[src/rtl/rxep_pkg.sv]
// ----------------------------------------------------------------------------
// rxep_pkg
// Shared types and constants for the run-length XOR entropy pool.
// ----------------------------------------------------------------------------
`default_nettype none

package rxep_pkg;

  // Default pool depth in bytes (legal range 16 to 255).
  localparam int POOL_BYTES_DEF = 64;

  // Pool addresses travel at the width that the largest pool needs.
  localparam int ADDR_W = 8;

  // Pool XOR operations one message byte can cause.
  localparam int NOPS = 4;
  localparam int OP_RUN_VALUE = 0;
  localparam int OP_RUN_COUNT = 1;
  localparam int OP_FIN_VALUE = 2;
  localparam int OP_FIN_COUNT = 3;

  localparam logic MODE_ADD  = 1'b0;
  localparam logic MODE_READ = 1'b1;

  localparam logic [9:0]  MIN_POOL = 10'd16;
  localparam logic [11:0] RATE_MAX = 12'd2048;
  localparam logic [15:0] RUNS_MAX = 16'hFFFF;

  localparam logic [ADDR_W-1:0] SLOT_FIN_VALUE = ADDR_W'(0);
  localparam logic [ADDR_W-1:0] SLOT_FIN_COUNT = ADDR_W'(1);

  localparam int CMDQ_DEPTH = 4;
  localparam int OUTQ_DEPTH = 4;

  typedef struct packed {
    logic        mode;
    logic [7:0]  data_byte;
    logic        last_byte;
    logic [11:0] rate_q8;
    logic [5:0]  read_index;
  } rxep_in_t;

  typedef struct packed {
    logic [7:0] pool_byte;
    logic [8:0] remaining_bits;
    logic       goal_reached;
  } rxep_out_t;

  // One classified word: the pool XORs it needs and the result it reports.
  // For a read, op_addr[OP_RUN_VALUE] holds the read address.
  typedef struct packed {
    logic [NOPS-1:0][ADDR_W-1:0] op_addr;
    logic [NOPS-1:0][7:0]        op_val;
    logic [NOPS-1:0]             op_en;
    logic                        rd_en;
    logic [8:0]                  remaining_bits;
    logic                        goal_reached;
  } rxep_cmd_t;

endpackage

`default_nettype wire

[src/rtl/rxep_front.sv]
// ----------------------------------------------------------------------------
// rxep_front
// Accepts words, tracks the run-length state and the credit, and turns each
// word into a command of pool XOR operations for the back end.
// ----------------------------------------------------------------------------
`default_nettype none

module rxep_front #(
  parameter int POOL_BYTES = rxep_pkg::POOL_BYTES_DEF
) (
  input  wire logic                clk,
  input  wire logic                rst_n,
  input  wire logic                in_valid,
  output logic                     in_ready,
  input  wire rxep_pkg::rxep_in_t  in_item,
  input  wire logic                cfg_we,
  input  wire logic [8:0]          cfg_data,
  input  wire logic                q_full,
  output logic                     q_push,
  output rxep_pkg::rxep_cmd_t      q_cmd
);

  localparam int AW = $clog2(POOL_BYTES);
  localparam int SW = $clog2(POOL_BYTES + 1);
  localparam int CW = $clog2(8 * POOL_BYTES + 1);
  localparam int AD = rxep_pkg::ADDR_W;

  logic [8:0]    goal_r,  goal_nxt;
  logic [SW-1:0] size_r,  size_nxt;
  logic [CW-1:0] cred_r,  cred_nxt;
  logic [AW-1:0] wi_r,    wi_nxt;
  logic [7:0]    rv_r,    rv_nxt;
  logic [7:0]    rc_r,    rc_nxt;
  logic [15:0]   runs_r,  runs_nxt;

  logic          accept;
  logic          change;
  logic          cnt_op;
  logic [AW-1:0] wi_a1, wi_a2;
  logic [7:0]    rv_n, rc_n;
  logic [15:0]   runs_n;
  logic [11:0]   rate_c;
  logic [27:0]   prod;
  logic [20:0]   sum, cap;
  logic [CW-1:0] cred_fin, cred_out;
  logic [12:0]   diff;
  logic          reached;
  logic [9:0]    sz_q;
  logic          rd_ok;

  function automatic logic [AW-1:0] adv(input logic [AW-1:0] w, input logic [SW-1:0] s);
    logic [SW:0] n;
    n = (SW+1)'(w) + (SW+1)'(1);
    return (n >= (SW+1)'(s)) ? '0 : n[AW-1:0];
  endfunction

  assign in_ready = !q_full;
  assign accept   = in_valid && in_ready;
  assign q_push   = accept;

  always_comb begin
    change = (in_item.data_byte != rv_r);
    cnt_op = change && (rc_r > 8'd1);
    wi_a1  = change ? adv(wi_r, size_r) : wi_r;
    wi_a2  = cnt_op ? adv(wi_a1, size_r) : wi_a1;
    rv_n   = change ? in_item.data_byte : rv_r;
    rc_n   = change ? 8'd1 : rc_r + 8'd1;
    if (change && (runs_r != rxep_pkg::RUNS_MAX)) begin
      runs_n = runs_r + 16'd1;
    end else begin
      runs_n = runs_r;
    end

    rate_c   = (in_item.rate_q8 > rxep_pkg::RATE_MAX) ? rxep_pkg::RATE_MAX : in_item.rate_q8;
    prod     = 28'(rate_c) * 28'(runs_n);
    sum      = 21'(cred_r) + 21'(prod[27:8]);
    cap      = 21'({size_r, 3'b000});
    cred_fin = (sum > cap) ? CW'(cap) : CW'(sum);

    if ((in_item.mode == rxep_pkg::MODE_ADD) && in_item.last_byte) begin
      cred_out = cred_fin;
    end else begin
      cred_out = cred_r;
    end
    reached = (13'(cred_out) >= 13'(goal_r));
    diff    = 13'(goal_r) - 13'(cred_out);

    rd_ok = (9'(in_item.read_index) < 9'(POOL_BYTES));

    q_cmd                = '0;
    q_cmd.goal_reached   = reached;
    q_cmd.remaining_bits = reached ? 9'd0 : diff[8:0];
    if (in_item.mode == rxep_pkg::MODE_READ) begin
      q_cmd.op_addr[rxep_pkg::OP_RUN_VALUE] = AD'(in_item.read_index);
      q_cmd.rd_en = rd_ok;
    end else begin
      // XOR with zero leaves the pool as it is, so such operations are dropped.
      q_cmd.op_addr[rxep_pkg::OP_RUN_VALUE] = AD'(wi_r);
      q_cmd.op_val[rxep_pkg::OP_RUN_VALUE]  = rv_r;
      q_cmd.op_en[rxep_pkg::OP_RUN_VALUE]   = change && (rv_r != 8'd0);
      q_cmd.op_addr[rxep_pkg::OP_RUN_COUNT] = AD'(wi_a1);
      q_cmd.op_val[rxep_pkg::OP_RUN_COUNT]  = rc_r;
      q_cmd.op_en[rxep_pkg::OP_RUN_COUNT]   = cnt_op;
      q_cmd.op_addr[rxep_pkg::OP_FIN_VALUE] = rxep_pkg::SLOT_FIN_VALUE;
      q_cmd.op_val[rxep_pkg::OP_FIN_VALUE]  = rv_n;
      q_cmd.op_en[rxep_pkg::OP_FIN_VALUE]   = in_item.last_byte && (rv_n != 8'd0);
      q_cmd.op_addr[rxep_pkg::OP_FIN_COUNT] = rxep_pkg::SLOT_FIN_COUNT;
      q_cmd.op_val[rxep_pkg::OP_FIN_COUNT]  = rc_n;
      q_cmd.op_en[rxep_pkg::OP_FIN_COUNT]   = in_item.last_byte && (rc_n != 8'd0);
    end
  end

  always_comb begin
    goal_nxt = goal_r;
    size_nxt = size_r;
    cred_nxt = cred_r;
    wi_nxt   = wi_r;
    rv_nxt   = rv_r;
    rc_nxt   = rc_r;
    runs_nxt = runs_r;
    sz_q     = {3'b000, cfg_data[8:2]};
    if (cfg_we) begin
      goal_nxt = cfg_data;
      if (sz_q < rxep_pkg::MIN_POOL) begin
        sz_q = rxep_pkg::MIN_POOL;
      end
      if (sz_q > 10'(POOL_BYTES)) begin
        sz_q = 10'(POOL_BYTES);
      end
      size_nxt = sz_q[SW-1:0];
      cred_nxt = '0;
      wi_nxt   = '0;
      rv_nxt   = 8'd0;
      rc_nxt   = 8'd0;
      runs_nxt = 16'd0;
    end else if (accept && (in_item.mode == rxep_pkg::MODE_ADD)) begin
      if (in_item.last_byte) begin
        cred_nxt = cred_fin;
        wi_nxt   = '0;
        rv_nxt   = 8'd0;
        rc_nxt   = 8'd0;
        runs_nxt = 16'd0;
      end else begin
        wi_nxt   = wi_a2;
        rv_nxt   = rv_n;
        rc_nxt   = rc_n;
        runs_nxt = runs_n;
      end
    end
  end

  always_ff @(posedge clk) begin
    if (!rst_n) begin
      goal_r <= 9'd0;
      size_r <= SW'(rxep_pkg::MIN_POOL);
      cred_r <= '0;
      wi_r   <= '0;
      rv_r   <= 8'd0;
      rc_r   <= 8'd0;
      runs_r <= 16'd0;
    end else begin
      goal_r <= goal_nxt;
      size_r <= size_nxt;
      cred_r <= cred_nxt;
      wi_r   <= wi_nxt;
      rv_r   <= rv_nxt;
      rc_r   <= rc_nxt;
      runs_r <= runs_nxt;
    end
  end

`ifndef SYNTHESIS
  a_wi_in_pool: assert property (@(posedge clk) disable iff (!rst_n)
    wi_r < size_r)
    else $error("write index outside the active pool");
  a_cred_capped: assert property (@(posedge clk) disable iff (!rst_n)
    cred_r <= {size_r, 3'b000})
    else $error("credit above eight bits per pool byte");
`endif

endmodule

`default_nettype wire

[src/rtl/rxep_queue.sv]
// ----------------------------------------------------------------------------
// rxep_queue
// Small command FIFO between the front and the back end.
// ----------------------------------------------------------------------------
`default_nettype none

module rxep_queue (
  input  wire logic                 clk,
  input  wire logic                 rst_n,
  input  wire logic                 push,
  input  wire rxep_pkg::rxep_cmd_t  push_cmd,
  output logic                      full,
  input  wire logic                 pop,
  output logic                      head_valid,
  output rxep_pkg::rxep_cmd_t       head_cmd
);

  localparam int D  = rxep_pkg::CMDQ_DEPTH;
  localparam int PW = $clog2(D);
  localparam int NW = $clog2(D + 1);

  rxep_pkg::rxep_cmd_t mem_r [D];
  logic [PW-1:0] wp_r, wp_nxt;
  logic [PW-1:0] rp_r, rp_nxt;
  logic [NW-1:0] cnt_r, cnt_nxt;

  assign full       = (cnt_r == NW'(D));
  assign head_valid = (cnt_r != '0);
  assign head_cmd   = mem_r[rp_r];

  always_comb begin
    wp_nxt  = push ? wp_r + PW'(1) : wp_r;
    rp_nxt  = pop ? rp_r + PW'(1) : rp_r;
    cnt_nxt = cnt_r + NW'(push) - NW'(pop);
  end

  always_ff @(posedge clk) begin
    if (push) begin
      mem_r[wp_r] <= push_cmd;
    end
  end

  always_ff @(posedge clk) begin
    if (!rst_n) begin
      wp_r  <= '0;
      rp_r  <= '0;
      cnt_r <= '0;
    end else begin
      wp_r  <= wp_nxt;
      rp_r  <= rp_nxt;
      cnt_r <= cnt_nxt;
    end
  end

`ifndef SYNTHESIS
  a_no_overflow: assert property (@(posedge clk) disable iff (!rst_n)
    push |-> !full)
    else $error("command queue written while full");
`endif

endmodule

`default_nettype wire

[src/rtl/rxep_back.sv]
// ----------------------------------------------------------------------------
// rxep_back
// Holds the pool memory and carries out one read-modify-write XOR per cycle
// unless stalled for result room, then queues the result word of each command.
// ----------------------------------------------------------------------------
`default_nettype none

module rxep_back #(
  parameter int POOL_BYTES = rxep_pkg::POOL_BYTES_DEF
) (
  input  wire logic                 clk,
  input  wire logic                 rst_n,
  input  wire logic                 clear,
  input  wire logic                 q_valid,
  input  wire rxep_pkg::rxep_cmd_t  q_cmd,
  output logic                      q_pop,
  output logic                      out_valid,
  input  wire logic                 out_ready,
  output rxep_pkg::rxep_out_t       out_item
);

  localparam int AW  = $clog2(POOL_BYTES);
  localparam int NO  = rxep_pkg::NOPS;
  localparam int OW  = $clog2(NO);
  localparam int OD  = rxep_pkg::OUTQ_DEPTH;
  localparam int OPW = $clog2(OD);
  localparam int OCW = $clog2(OD + 1);

  // Pool storage; an entry whose valid bit is clear reads as zero.
  logic [7:0]            mem [POOL_BYTES];
  logic [POOL_BYTES-1:0] vld_r;

  logic [NO-1:0] done_r, done_nxt;
  logic [NO-1:0] pending, low;
  logic [OW-1:0] sel;
  logic          last_op, space_ok, issue;
  logic [AW-1:0] iss_addr;

  logic          s1_v_r, s1_we_r, s1_emit_r, s1_rd_r, s1_reach_r;
  logic [AW-1:0] s1_addr_r;
  logic [7:0]    s1_val_r;
  logic [8:0]    s1_rem_r;
  logic [7:0]    rd_r;
  logic          rdv_r;
  logic          wb_v_r;
  logic [AW-1:0] wb_addr_r;
  logic [7:0]    wb_data_r;
  logic [7:0]    old_byte, new_byte;
  logic          s1_write;

  rxep_pkg::rxep_out_t obuf_r [OD];
  logic [OPW-1:0] owp_r, owp_nxt;
  logic [OPW-1:0] orp_r, orp_nxt;
  logic [OCW-1:0] ocnt_r, ocnt_nxt;
  logic           opush, opop;

  // Pick the lowest outstanding operation of the head command.
  always_comb begin
    pending = q_cmd.op_en & ~done_r;
    low     = pending & (~pending + NO'(1));
    last_op = ((pending & ~low) == '0);
    sel     = '0;
    for (int i = NO - 1; i >= 0; i--) begin
      if (pending[i]) begin
        sel = OW'(i);
      end
    end
    iss_addr = q_cmd.op_addr[sel][AW-1:0];
    // The final step of a command yields a result, so it needs a free output slot.
    space_ok = ((ocnt_r + OCW'(s1_v_r && s1_emit_r)) < OCW'(OD));
    issue    = q_valid && (!last_op || space_ok);
    q_pop    = issue && last_op;
    if (q_pop) begin
      done_nxt = '0;
    end else if (issue) begin
      done_nxt = done_r | low;
    end else begin
      done_nxt = done_r;
    end
  end

  // A write made in the previous cycle is not yet in the read data.
  always_comb begin
    if (wb_v_r && (wb_addr_r == s1_addr_r)) begin
      old_byte = wb_data_r;
    end else begin
      old_byte = rdv_r ? rd_r : 8'd0;
    end
    new_byte = old_byte ^ s1_val_r;
    s1_write = s1_v_r && s1_we_r;
  end

  always_ff @(posedge clk) begin
    if (issue) begin
      rd_r  <= mem[iss_addr];
      rdv_r <= vld_r[iss_addr];
    end
    if (s1_write) begin
      mem[s1_addr_r] <= new_byte;
    end
  end

  always_ff @(posedge clk) begin
    if (!rst_n || clear) begin
      vld_r <= '0;
    end else if (s1_write) begin
      vld_r[s1_addr_r] <= 1'b1;
    end
  end

  always_ff @(posedge clk) begin
    s1_we_r    <= (pending != '0);
    s1_addr_r  <= iss_addr;
    s1_val_r   <= q_cmd.op_val[sel];
    s1_emit_r  <= last_op;
    s1_rd_r    <= q_cmd.rd_en;
    s1_rem_r   <= q_cmd.remaining_bits;
    s1_reach_r <= q_cmd.goal_reached;
    wb_addr_r  <= s1_addr_r;
    wb_data_r  <= new_byte;
  end

  always_ff @(posedge clk) begin
    if (!rst_n) begin
      done_r <= '0;
      s1_v_r <= 1'b0;
      wb_v_r <= 1'b0;
    end else begin
      done_r <= done_nxt;
      s1_v_r <= issue;
      wb_v_r <= s1_write;
    end
  end

  // Result FIFO.
  assign opush     = s1_v_r && s1_emit_r;
  assign out_valid = (ocnt_r != '0);
  assign opop      = out_valid && out_ready;
  assign out_item  = obuf_r[orp_r];

  always_comb begin
    owp_nxt  = opush ? owp_r + OPW'(1) : owp_r;
    orp_nxt  = opop ? orp_r + OPW'(1) : orp_r;
    ocnt_nxt = ocnt_r + OCW'(opush) - OCW'(opop);
  end

  always_ff @(posedge clk) begin
    if (opush) begin
      obuf_r[owp_r].pool_byte      <= s1_rd_r ? old_byte : 8'd0;
      obuf_r[owp_r].remaining_bits <= s1_rem_r;
      obuf_r[owp_r].goal_reached   <= s1_reach_r;
    end
  end

  always_ff @(posedge clk) begin
    if (!rst_n) begin
      owp_r  <= '0;
      orp_r  <= '0;
      ocnt_r <= '0;
    end else begin
      owp_r  <= owp_nxt;
      orp_r  <= orp_nxt;
      ocnt_r <= ocnt_nxt;
    end
  end

`ifndef SYNTHESIS
  a_out_no_overflow: assert property (@(posedge clk) disable iff (!rst_n)
    opush |-> ((ocnt_r != OCW'(OD)) || opop))
    else $error("result FIFO written while full");
  a_done_subset: assert property (@(posedge clk) disable iff (!rst_n)
    q_valid |-> ((done_r & ~q_cmd.op_en) == '0))
    else $error("completed operation not part of the head command");
`endif

endmodule

`default_nettype wire

[src/rtl/rle_xor_entropy_pool_top.sv]
// ----------------------------------------------------------------------------
// rle_xor_entropy_pool_top
// Run-length XOR entropy pool with byte read-back and entropy credit.
// ----------------------------------------------------------------------------
// A new word is taken every cycle while the four-entry command queue has room;
// the front end does the run-length bookkeeping and the credit update in the
// cycle it accepts a word. The back end makes one XOR into the pool memory per
// cycle, but a command's final step waits for room in the result FIFO. A word
// causes up to four nonzero pool XORs: none for a read or for a byte that
// continues a run, up to two for a byte that ends one, and up to four for a
// final byte; its result is registered in the back end before it is queued.
// Writing the goal register clears the pool at once through per-entry valid
// bits and must be done while no word is in flight.
// ----------------------------------------------------------------------------
`default_nettype none

module rle_xor_entropy_pool_top #(
  parameter int POOL_BYTES = rxep_pkg::POOL_BYTES_DEF
) (
  input  wire logic                 clk,
  input  wire logic                 rst_n,
  input  wire logic                 in_valid,
  output logic                      in_ready,
  input  wire rxep_pkg::rxep_in_t   in_item,
  output logic                      out_valid,
  input  wire logic                 out_ready,
  output rxep_pkg::rxep_out_t       out_item,
  input  wire logic                 cfg_valid,
  output logic                      cfg_ready,
  input  wire logic [8:0]           cfg_data
);

  logic                cfg_we;
  logic                q_full, q_push, q_pop, q_valid;
  rxep_pkg::rxep_cmd_t push_cmd, head_cmd;

  assign cfg_ready = 1'b1;
  assign cfg_we    = cfg_valid && cfg_ready;

  rxep_front #(
    .POOL_BYTES(POOL_BYTES)
  ) u_front (
    .clk      (clk),
    .rst_n    (rst_n),
    .in_valid (in_valid),
    .in_ready (in_ready),
    .in_item  (in_item),
    .cfg_we   (cfg_we),
    .cfg_data (cfg_data),
    .q_full   (q_full),
    .q_push   (q_push),
    .q_cmd    (push_cmd)
  );

  rxep_queue u_queue (
    .clk        (clk),
    .rst_n      (rst_n),
    .push       (q_push),
    .push_cmd   (push_cmd),
    .full       (q_full),
    .pop        (q_pop),
    .head_valid (q_valid),
    .head_cmd   (head_cmd)
  );

  rxep_back #(
    .POOL_BYTES(POOL_BYTES)
  ) u_back (
    .clk       (clk),
    .rst_n     (rst_n),
    .clear     (cfg_we),
    .q_valid   (q_valid),
    .q_cmd     (head_cmd),
    .q_pop     (q_pop),
    .out_valid (out_valid),
    .out_ready (out_ready),
    .out_item  (out_item)
  );

endmodule

`default_nettype wire

[config.mk]
export PLATFORM = sky130hd
export DESIGN_NAME = rle_xor_entropy_pool_top
export DESIGN_NICKNAME = d
export VERILOG_FILES = /design/src/rtl/rxep_pkg.sv /design/src/rtl/rxep_front.sv /design/src/rtl/rxep_queue.sv /design/src/rtl/rxep_back.sv /design/src/rtl/rle_xor_entropy_pool_top.sv
export SDC_FILE = /design/constraint.sdc
export NUM_CORES = 2
export LEC_CHECK = 0
export BUFFER_PORTS_ARGS = -buffer_cell sky130_fd_sc_hd__buf_2
export CORE_ASPECT_RATIO = 0.8
export CORE_UTILIZATION = 45
export DETAILED_ROUTE_END_ITERATION = 8
export GPL_TIMING_DRIVEN = 0
export PLACE_DENSITY = 0.6
export SLEW_MARGIN = 20
export SYNTH_ARGS = -nofsm -noshare
export SYNTH_HDL_FRONTEND = slang
export SYNTH_SLANG_ARGS = --single-unit
[constraint.sdc]
create_clock -name clk -period 16.1 [get_ports clk]
set_input_delay 4.025 -clock clk [delete_from_list [all_inputs] [get_ports clk]]
set_output_delay 4.025 -clock clk [all_outputs]
set_load 0.01 [all_outputs]
-- Word level (Yosys, flattened, before mapping)
Memory sizes are Yosys's and may differ from the RTL's. A register that Yosys moved wholly into a read port is not among the register bits.
Index checks and enable logic that the tools add are counted.
- bits in registers: 190
- RAM bits: 864
- input port bits: 42
- output and inout bits: 21
- memories: 3
- add/sub/neg operators: 15
- $mul: 1
- $lt $le $gt $ge: 13
- equality and inequality tests: 4
- muxes and demuxes: 47
- bitwise gates (word level): 11
- reduce and logical (&&, ||, !) cells: 30
- memories (memory ; depth ; width ; rd ports ; clocked after memory_dff ; wr ports ; line ; source):
    u_back.mem ; 64 ; 8 ; 1 ; 1 ; 1 ; rxep_back.sv:30 ; logic [7:0] mem [POOL_BYTES];
    u_queue.mem_r ; 4 ; 70 ; 1 ; 1 ; 1 ; rxep_queue.sv:22 ; rxep_pkg::rxep_cmd_t mem_r [D];
    u_back.obuf_r ; 4 ; 18 ; 1 ; 1 ; 1 ; rxep_back.sv:51 ; rxep_pkg::rxep_out_t obuf_r [OD];
- operators by type and width (cell ; count):
    $mux 8 ; 8
    $or 64x64->64 ; 1
    $mux 6 ; 7
    $mux 36 ; 1
    $bmux 8 s2 ; 2
    $mux 16 ; 2
    $mux 10 ; 3
    $mul 12x16->28 ; 1
    $reduce_bool 8->1 ; 3
    $add 10x20->21 ; 1
    $gt 21x10->1 ; 1
    $mux 17 ; 1
    $add 16x1->16 const B ; 1
    $ge 8x7->1 ; 2
    $mux 2 ; 8
    $ne 16x16->1 const B ; 1
    $logic_and 1x1->1 ; 15
    $add 6x1->7 const B ; 2
    $lt 6x7->1 const B ; 2
    $mux 7 ; 2
    $and 4x4->4 ; 3
    $gt 12x12->1 const B ; 1
    $mux 12 ; 1
    $not 4->4 ; 3
    other kinds (30) ; 49

-- Longest topological paths before layout
- depth after elaboration: 14
- depth in mapped cells: 59
- depth with buffers taken out: 54

-- Modules after synthesis
Synthesis repeated with hierarchy kept, for this count alone.
- cells, all modules: 3868
- area, all modules: 51456.9 µm²
- modules (own cells, without submodules) (module ; instances ; cells an instance ; area an instance (µm²)):
    rxep_back ; 1 ; 1893 ; 27649.0
    rxep_front ; 1 ; 1517 ; 11970.2
    rxep_queue ; 1 ; 456 ; 11826.3
    rle_xor_entropy_pool_top ; 1 ; 2 ; 11.3

-- Least setup slack after synthesis
Ideal clock, no wire load.
- path kind: input -> register
- start: input port in_item[25] (netlist bit)
- end: memory u_queue.mem_r[0][0] (netlist bit) (data pin)
- library setup time: 0.260 ns
- data arrival time: 15.413 ns
- data required time: 15.840 ns
- path slack: 0.427 ns
- stages: 53
- buffers on the path: 5
- path through: xnor2_1 > nand4_1 > nor2_1 > clkbuf_1 > nor2_1 > buf_1 > nand4_1 > xnor2_1 > nand2_1 > fa_1 > fa_1 > inv_1 > ha_1 > fa_1 > inv_1 > fa_1 > inv_1 > ha_1 > (+17 left out) > o21bai_1 > a2111oi_4 > buf_6 > buf_8 > nand2_1 > o21ai_0 > ha_1 > nand2b_1 > a21oi_1 > o21bai_1 > a21o_1 > a21o_1 > a21oi_1 > nor2_1 > o21ai_0 > nand2b_1 > a221oi_1 > a21bo_2
- RTL lines (element ; line ; source):
    start, declared ; rle_xor_entropy_pool_top.sv:24 ; input wire rxep_pkg::rxep_in_t in_item,
    end, declared ; rxep_queue.sv:22 ;

==> results.txt <==
----------------------------------------------------
[Setup path]
  Critical path endpoint category ... register
  Data required, critical path ... 16.52 ns
  Slowest cell on the critical path ... sky130_fd_sc_hd__fa_1
  CP Data Arrival Time ... 15.95 ns
  Maximum fanout encountered on the critical timing path ... 10
  Critical path start-end classification ... input port to register
  Stage delay of the slowest cell on the critical path ... 0.52 ns
  Buffer and inverter count on the worst path ... 10
  CP Launch Type ... input port
  Cell family contributing the most delay on the critical path ... adder cells

[Die]
  Core region area ... about 110,000 µm²
  Initial cell density of the core ... 45.67%
  Die Span X ... 370.6 µm
  Die ar. ... 110,000 µm²
  Placement Rows ... 107
  Chip Height ... slightly below 300 µm
  Ports placed on the boundary ... 63

[Global route]
  Vias in the first global route ... 30,010
  Antenna violations before repair ... 2
  Maximum number of pins on one net before global-route repair ... 36
  First-pass GRT wire length ... roughly 190 mm
  Total GRT Usage ... between 20% and 30%
  GRT Residual Overflow ... 0

[Timing]
  Final slew viol count ... 0
  Min Hold Slack ... 0.3499 ns
  Hold Vio Cnt, Final ... 0
  Endpoints failing setup ... 0
  Minimum clock period after layout ... 15.53 ns
  Maximum clock frequency ... roughly 64 MHz
  Final cycle utilization of the critical path ... 96.48%
  Pin slew with the least headroom to its limit ... 1.083 ns
  Remaining max-slew budget at the tightest pin ... 27.57%
  Clk_skew ... about 0.028 ns

[Logic synthesis]
  Number of storage elements in the synthesis netlist ... 1,026
  Count of mapped cells out of synthesis ... 3,731
  Dominant cell type by area after synthesis ... sky130_fd_sc_hd__edfxtp_1
  EDFF count, synth ... 833
  Synth top area share ... 51.14%
  Area fraction in and, or, nand and nor cells after synthesis ... 10.72%
  Compound-Gate Fraction of Synth Area ... 6.866%
  Async set-or-reset flop fraction in the synthesized netlist ... 0%
  Fraction of synthesized area in multiplexers ... about 9.1%
  Share of synthesized area occupied by flip-flops and latches ... 59.04%
  Adder-cell share of the synthesized area ... a little under a tenth
  Combined area of all synthesized cells ... 48,910 µm²
  Synth cell count leaders ... sky130_fd_sc_hd__edfxtp_1 (833), sky130_fd_sc_hd__nand2_1 (400), sky130_fd_sc_hd__nor2_1 (323)
  Largest family of logic cells by synthesized area ... simple AND/OR/NAND/NOR gates
  Number of library cell types mapped by synthesis ... 80
  Leading cell types by total area after synthesis ... sky130_fd_sc_hd__edfxtp_1 (51%), sky130_fd_sc_hd__dfxtp_1 (7.9%), sky130_fd_sc_hd__fa_1 (5.8%)
  Leading cell type by number of instances after synthesis ... sky130_fd_sc_hd__edfxtp_1
  Ys Warns ... 0
  Number of nets in the synthesized netlist ... 4,045
  Dominant register cell in the synthesized netlist ... sky130_fd_sc_hd__edfxtp_1
  Mapped Avg Cell Area ... 13.11 µm²
  Xor and xnor fraction of the mapped netlist area ... under 10%

[Clocking]
  CTS sink cnt ... 1,026
  TritonCTS clock tree ... built
  Worst-skew pair later-pin latency ... approximately 0.7 ns
  Number of buffers on the longest clock path ... 3
  Clock-pin slew reported for the worst setup and hold paths after clock tree synthesis ... ~0.06 ns
  CTS H-Tree Depth ... 3
  CTS root buffer ... sky130_fd_sc_hd__clkbuf_16
  Total CTS buffers ... 103

[Run]
  Max cap viols ... 0

[Routing]
  Drt via density ... 5.673
  Number of routed nets with antenna violations ... 0
  Average wire length per cell after detail routing ... 23.55 µm
  Vias ... 30,980
  # DRC ... 0
  1st-iter DRT viols ... roughly 3,100
  Drt pass-1 iters ... 6
  Total wire length after detailed routing ... 128.6 mm

[Cells and area]
  Final cell count without fillers ... 5,460
  Number of fillers in the final layout ... 9,122
  Final nets ... about 4,300
  Area occupied by registers ... 28,880 µm²
  Area growth from synthesis to layout ... 13.69%
  Fraction of layout cells with a size suffix above 1 ... 12.25%
  Footprint of the multi-input gates ... 18,860 µm²

[Outcome]
  Run status ... completed

[Power and ir drop]
  Overall power after layout ... 10,050 µW
  Power density relative to cell area ... 180.7 nW/µm²
  Leakage component of the power ... about 0.02 µW
  Worst IR Drop VDD ... 0.1193 mV

[Place]
  Buffers added on ports ... 58
  Final HPWL from detailed placement ... 93.18 mm
  Final estimated routing congestion in global placement ... 0.9207
  Post-Place Cells ... 5,248

[Worst hold path]
  Path class of the lowest-slack min-delay path ... register to register

----------------------------------------------------
==> worst register-to-register path, delay by kind of cell, from the launching register on <==
kind / cells / cell delay [ns]
adders and majority gates: 9 / 3.78
AOI/OAI and AO/OA: 16 / 3.12
and+or+nand+nor: 17 / 3.04
buffers and inverters: 7 / 1.37
xor gates and xnor gates: 3 / 0.77
DFF: 1 / 0.59
==> worst paths after layout <==
check,startpoint,to,slack (ns),depth (start not counted)
worst min register to register,u_back.s1_addr_r[4],u_back.wb_addr_r[4],0.35,0
worst max register to register,u_front.runs_r[4],u_queue.mem_r[1][0],3.20,52
worst max-delay path,in_item[24],u_queue.mem_r[1][0],0.57,55
worst min-delay path,u_back.s1_addr_r[4],u_back.wb_addr_r[4],0.35,0
==> final cells by class <==
cell class | count | share of cell area [%]
flip-flops and latches | 1026 | 51.93
multi-input cells | 2274 | 33.92
clock buffers | 143 | 5.123
well taps | 1417 | 3.188
repair buffers | 117 | 1.714
inverters | 229 | 1.546
plain buffers | 200 | 1.453
clock inverters | 52 | 1.114
diodes | 2 | 0.009000
==> power breakdown <==
| group | switching, µW | internal (µW) | total (µW) |
|---|---|---|---|
| sequential | 79.8 | 3500 | 3580 |
| clock | 1040 | 1410 | 2440 |
| combinational | 2700 | 1320 | 4020 |
| total | 3820 | 6230 | 10000 |
==> placed cells by master, fill, tap and decap left out, drive strengths merged, types with 20 or more instances in the layout <==
cell type	Yosys	layout
ha	130	130
nor2	323	323
xor2	34	34
o31ai	22	22
clkinv	1	34
inv	228	232
nor3	37	37
nand3	42	42
clkbuf	166	306
a22oi	28	28
and3	20	20
nand2b	24	24
buf	36	154
dfxtp	193	193
nor2b	60	60
o21ai	56	56
nand2	400	400
a311oi	72	72
mux4	122	122
edfxtp	833	833
fa	142	142
a21o	26	26
xnor2	64	64
mux2i	160	160
and2	141	141
a21oi	108	108
or3	20	20
a211oi	79	79
==> cells by family (layout without fill, tap and decap cells) <==
group | count (synthesis) | count (layout)
AO/OA/AOI/OAI | 482 | 482
XOR/XNOR | 98 | 98
adder cells (fa/ha/maj) | 273 | 273
buffers and inverters | 431 | 741
flip-flops | 1026 | 1026
multiplexers | 291 | 291
other | 1 | 3
AND/OR/NAND/NOR | 1129 | 1129
==> flip-flops by register name (all words and copies together) (netlist names), 4 cells and up, named ones only <==
| signal | flops |
|---|---|
| u_back.mem | 512 |
| u_queue.mem_r | 240 |
| u_back.obuf_r | 72 |
| u_back.vld_r | 64 |
| u_front.runs_r | 16 |
| u_front.cred_r | 10 |
| u_back.s1_rem_r | 9 |
| u_front.goal_r | 9 |
| u_back.rd_r | 8 |
| u_back.s1_val_r | 8 |
| u_back.wb_data_r | 8 |
| u_front.rc_r | 8 |
| u_front.rv_r | 8 |
| u_front.size_r | 7 |
| u_back.s1_addr_r | 6 |
| u_back.wb_addr_r | 6 |
| u_front.wi_r | 6 |
| u_back.done_r | 4 |
==> layer usage <==
layer | wire (µm) | share of wire, % | up-vias | track usage [%]
met1 | 60680 | 47 | 15700 | 37.17
met4 | 2379 | 1.9 | 0 | 4.968
li1 | - | - | 13970 | -
met2 | 54460 | 42 | 1150 | 32.72
met5 | 0 | 0 | - | 0
met3 | 11060 | 8.6 | 156 | 4.425
==> per-stage QoR <==
stage	util, %	cell area (µm²)	setup WS [ns]	setup TNS (ns)
global route	51.92	55610	-0.06443	-0.7378
floorplan	-	48910	0.4266	0
CTS	51.61	55280	0.06773	0
global placement	47.60	50980	-2.604	-100.36
finish	51.92	55610	0.5672	0
detailed placement	48.17	51590	-2.829	-108.99
==> what timing repair did <==
item,CTS,global route
endpoints found under the setup margin,40,40
gates resized for setup,36,48
setup buffers,5,12
pin swaps,3,11
hold buffers,0,0
No activity file was read; power rests on OpenSTA's default activity.
